===== config.mk =====
export PLATFORM = sky130hd
export DESIGN_NAME = vdib_ram
export DESIGN_NICKNAME = d
export VERILOG_FILES = /design/src/hw/rtl/vdib_ram.sv
export SDC_FILE = /design/constraint.sdc
export NUM_CORES = 1
export LEC_CHECK = 0
export BUFFER_PORTS_ARGS = -buffer_cell sky130_fd_sc_hd__buf_2
export CORE_MARGIN = 5
export CORE_UTILIZATION = 25
export CTS_CLUSTER_SIZE = 14
export DETAILED_ROUTE_END_ITERATION = 7
export SYNTH_ARGS = -nofsm -noshare
export SYNTH_HDL_FRONTEND = slang
export SYNTH_SLANG_ARGS = --single-unit

===== constraint.sdc =====
create_clock -name clk -period 1.6 [get_ports clk]
set_clock_uncertainty 0.05 [all_clocks]
set_input_delay 0.16 -clock clk [delete_from_list [all_inputs] [get_ports clk]]
set_output_delay 0.16 -clock clk [all_outputs]
set_load 0.01 [all_outputs]

===== src/hw/rtl/vdib_ram.sv =====
// Generic single-write, single-read RAM with a registered read port.
`timescale 1ns / 1ps
`default_nettype none

module vdib_ram #(
  parameter int WIDTH = 8,
  parameter int DEPTH = 16
) (
  input  wire logic                     clk,
  input  wire logic                     we,
  input  wire logic [$clog2(DEPTH)-1:0] waddr,
  input  wire logic [WIDTH-1:0]         wdata,
  input  wire logic [$clog2(DEPTH)-1:0] raddr,
  output logic      [WIDTH-1:0]         rdata
);

  logic [WIDTH-1:0] mem [DEPTH];

  // Write port and registered read port.
  always_ff @(posedge clk) begin
    if (we) begin
      mem[waddr] <= wdata;
    end
    rdata <= mem[raddr];
  end

endmodule

`default_nettype wire


## Yosys cells after proc, flatten, opt, wreduce, memory -nomap -nowiden

Memories as Yosys holds them, arrays and structs flattened. A register that Yosys moved wholly into a read port is not among the register bits.
Cells that the tools add are included.

| operators by class | value |
|---|---|
| $add $sub $neg | 0 |
| multiply operators | 0 |
| div/mod/pow operators | 0 |
| magnitude comparators | 0 |
| equal/unequal tests | 0 |
| shift operators | 0 |
| mux-type cells | 2 |
| bitwise logic cells | 0 |
| reduce and logical (&&, ||, !) cells | 0 |

Operator list:

| kind | number |
|---|---|
| $mux 1 | 2 |

| storage, ports and cells | value |
|---|---|
| register bits | 0 |
| latch bits | 0 |
| memory bits (writable) | 128 |
| ROM bits | 0 |
| bits of input ports | 18 |
| memories | 1 |

Memory list:

| name | depth | bits a word | read ports | clocked after memory_dff | write ports | RTL line | source |
|---|---|---|---|---|---|---|---|
| mem | 16 | 8 | 1 | 1 | 1 | 17 | `logic [WIDTH-1:0] mem [DEPTH];` |

## Depth between registers and ports, before layout

| depth | value |
|---|---|
| depth after elaboration | 2 |
| gate-level depth with buffers | 5 |
| depth with buffers taken out | 3 |

## Least setup slack after synthesis

Ideal clock, no wire load.

| path | value |
|---|---|
| path kind | in2reg |
| start | in waddr[2] |
| end | mem mem[0][0] (enable) |
| arrival | 1270 ps |
| slack | -103 ps |
| stages | 2 |
| buffers on the path | 0 |
| cell sequence | or3b_2 -> nor3_1 |

RTL lines:

| what | RTL line | source |
|---|---|---|
| start, declared | 11 | `input wire logic [$clog2(DEPTH)-1:0] waddr,` |
| end, declared | 17 |  |

Straight into the memory's write port.

==> results.sh <==
export IMPL_ff_latch_area_sq_um=4004
export IMPL_seqPwrFrac_pct=46.2
export IMPL_antennaDiodeCount=0
export IMPL_drtAntennaViolNets=0
export IMPL_clk_pin_slew_ns=0.06
export IMPL_ys_ff_latch=136
export IMPL_clock_path_buffers=2
export IMPL_syn_nets=247
export IMPL_fmax_ghz=0.6933
export IMPL_critPathMaxFanout=1
export IMPL_final_hold_violation_count=0
export IMPL_wl_per_cell_microns=18.61
export IMPL_insertion_delay_ns=0.41
export IMPL_vias=2454
export IMPL_layout_nets=305
export IMPL_top_layer="met4"
export IMPL_firstDrtPassIters=4
export IMPL_holdBufCountCts=0
export IMPL_ios=26
export IMPL_synth_cell_types=19
export IMPL_drive_above_1_share_pct=33.67
export IMPL_track_usage_pct=9.348
export IMPL_combPwrFrac_pct=4.6
export IMPL_grt_overflow=0
export IMPL_clock_power_share_pct=49.3
export IMPL_swShare_pct=19.05
export IMPL_wl_microns=10610
export IMPL_drc=0
export IMPL_path_class="reg2reg"
export IMPL_drt_met1_wl_microns=4776
export IMPL_leakage_nw=2.152
export IMPL_syn_inst=229
export IMPL_ys_seq_area_share_pct=77.78
export IMPL_fin_crit_sh_pct=90.15
export IMPL_crit_path_start_kind="register"
export IMPL_syn_area_per_cell_sq_um=22.48
export IMPL_p_per_area_nw_per_um2=1356
export IMPL_cts_sinks=136
export IMPL_hold_path_class="in2reg"
export IMPL_whs_path_depth=1
export IMPL_place_hpwl_microns=6923
export IMPL_status="completed"
export IMPL_r2r_start="mem[1][3]"
export IMPL_die_area_sq_um=23560
export IMPL_final_core_util_pct=31.68
export IMPL_ir_drop_mv=0.6677
export IMPL_min_from="wdata[5]"
export IMPL_post_route_min_period_ns=1.442
export IMPL_crit_arrival_ns=1.69
export IMPL_numCtsBuffers=17
export IMPL_die_h_microns=153.5
export IMPL_r2r_slack_ns=0.16
export IMPL_cts_tree="yes"
export IMPL_yosysWarnings=0
export IMPL_multi_input_area_sq_um=1062
export IMPL_grt_first_pass_wirelength_microns=16160
export IMPL_drv_cap=0
export IMPL_antenna_found_initial=0
export IMPL_areaGrowthSynthToFinish_pct=24.53
export IMPL_post_cts_buffers=0
export IMPL_core_sq_um=20230
export IMPL_start_util_pct=25.44
export IMPL_max_slew_margin_pct=50.45
export IMPL_crit_required_ns=1.84
export IMPL_drv_slew=0
export IMPL_worst_slew_pin_slew_ns=0.7418
export IMPL_netlist_area_sq_um=5147
export IMPL_reg2regPathDepth=3
export IMPL_wl_met2_microns=4924
export IMPL_finalSetupViolations=0
export IMPL_p_int_w=0.007038
export IMPL_rows=52
export IMPL_die_w_microns=153.5
export IMPL_gp_congestion=0.6918
export IMPL_ctsResizeCount=0
export IMPL_via_per_inst=4.305
export IMPL_grt_max_degree=25
export IMPL_drt_iter0_drc=175
export IMPL_switchingPower_w=0.001656
export IMPL_portBuffers=25
export IMPL_reg2reg_to="rdata[3]"
export IMPL_wl_met3_microns=717
export IMPL_min_to="mem[15][5]"
export IMPL_critPathCaptureType="register"
export IMPL_grt_pass1_vias=2560
export IMPL_h_tree_depth=4
export IMPL_setup_tns_ns=0
export IMPL_rsz0062_at_grt="no"
export IMPL_nFillCells=1912
export IMPL_cts_root_buf="clkbuf_16"
[stage by stage]
step	std cells	hold slack (ns)	total power, W	worst slack (ns)	cell area (sq um)
floorplan	229	0.2089	0.004288	0.1239	5152
global placement	538	0.4994	0.004481	-0.06073	5747
detailed placement	538	0.5157	0.004497	-0.04810	5747
CTS	570	0.07621	0.008767	0.1378	6410
global route	570	0.08620	0.008966	0.09783	6410
finish	570	0.08589	0.008694	0.1576	6410
[cells by family after synthesis]
group                  after synthesis  synth area share, %
muxes                               32                15.02
buffers and inverters               10                1.677
and+or+nand+nor                     35                3.184
AOI/OAI and AO/OA                   16                2.334
DFF                                136                77.78
[worst max-delay path by stage]
stage                     slack [ns]      start   endpoint
after floorplan                 0.12   waddr[2]  mem[3][0]
after global placement         -0.06   raddr[0]   rdata[3]
after detailed placement       -0.05   raddr[0]   rdata[3]
after CTS                       0.14  mem[9][2]   rdata[2]
after global routing             0.1  mem[1][3]   rdata[3]
final                           0.16  mem[1][3]   rdata[3]
[per-layer routing]
layer / vias up / global-route usage [%]
li1: 1091 / -
met1: 1274 / 13.02
met2: 74 / 14.18
met3: 15 / 2.501
met4: 0 / 3.280
met5: - / 0
[placed cells by master, fill, tap and decap left out, types with 3 or more instances in the layout]
cell type     n
bufinv_16     5
a22oi_1      16
dfxtp_1       8
edfxtp_1    128
buf_12        3
buf_2        25
buf_4        21
nor3_1        3
mux4_1       14
nor2_1       13
clkinvlp_4    3
clkbuf_8      3
nand2_1       9
clkbuf_16    17
mux4_2       18
clkinv_2      3
[layout make-up]
class | instances | area share, %
Tap cell | 270 | 5.270
Timing Repair Buffer | 49 | 5.348
Clock buffer | 20 | 7.281
Clock inverter | 12 | 3.065
Multi-Input combinational cell | 83 | 16.57
Sequential cell | 136 | 62.46
[power by group through the flow]
stage               Combinational [W]  Sequential (W)  Clock, W
floorplan                    0.000202         0.00409         0
global placement             0.000395         0.00409         0
detailed placement           0.000407         0.00409         0
CTS                          0.000407         0.00402   0.00434
global route                 0.000433         0.00402   0.00451
finish                       0.000397         0.00401   0.00428
[flip-flops by register name, indices dropped and copies added (netlist names)]
name / cells
rdata: 8
mem: 128
[Yosys cell counts, drive strengths merged]
cell	number	area share, %
nor3	4	0.39
a22oi	16	2.3
nand2	9	0.66
and2	1	0.12
or3b	1	0.17
edfxtp	128	75
nand3b	2	0.29
nor2	13	0.95
buf	7	1.1
and2b	1	0.15
mux4	32	15
clkdlybuf4s25	3	0.58
dfxtp	8	3.1
nand3	1	0.097
nand2b	2	0.24
nor2b	1	0.12
[critical path, stage by stage (launching register included)]
cell and delay (ns):
edfxtp_1 0.36, mux4_1 0.52, a22oi_1 0.30, nand2_1 0.10
(Power assumes the default switching activity.)
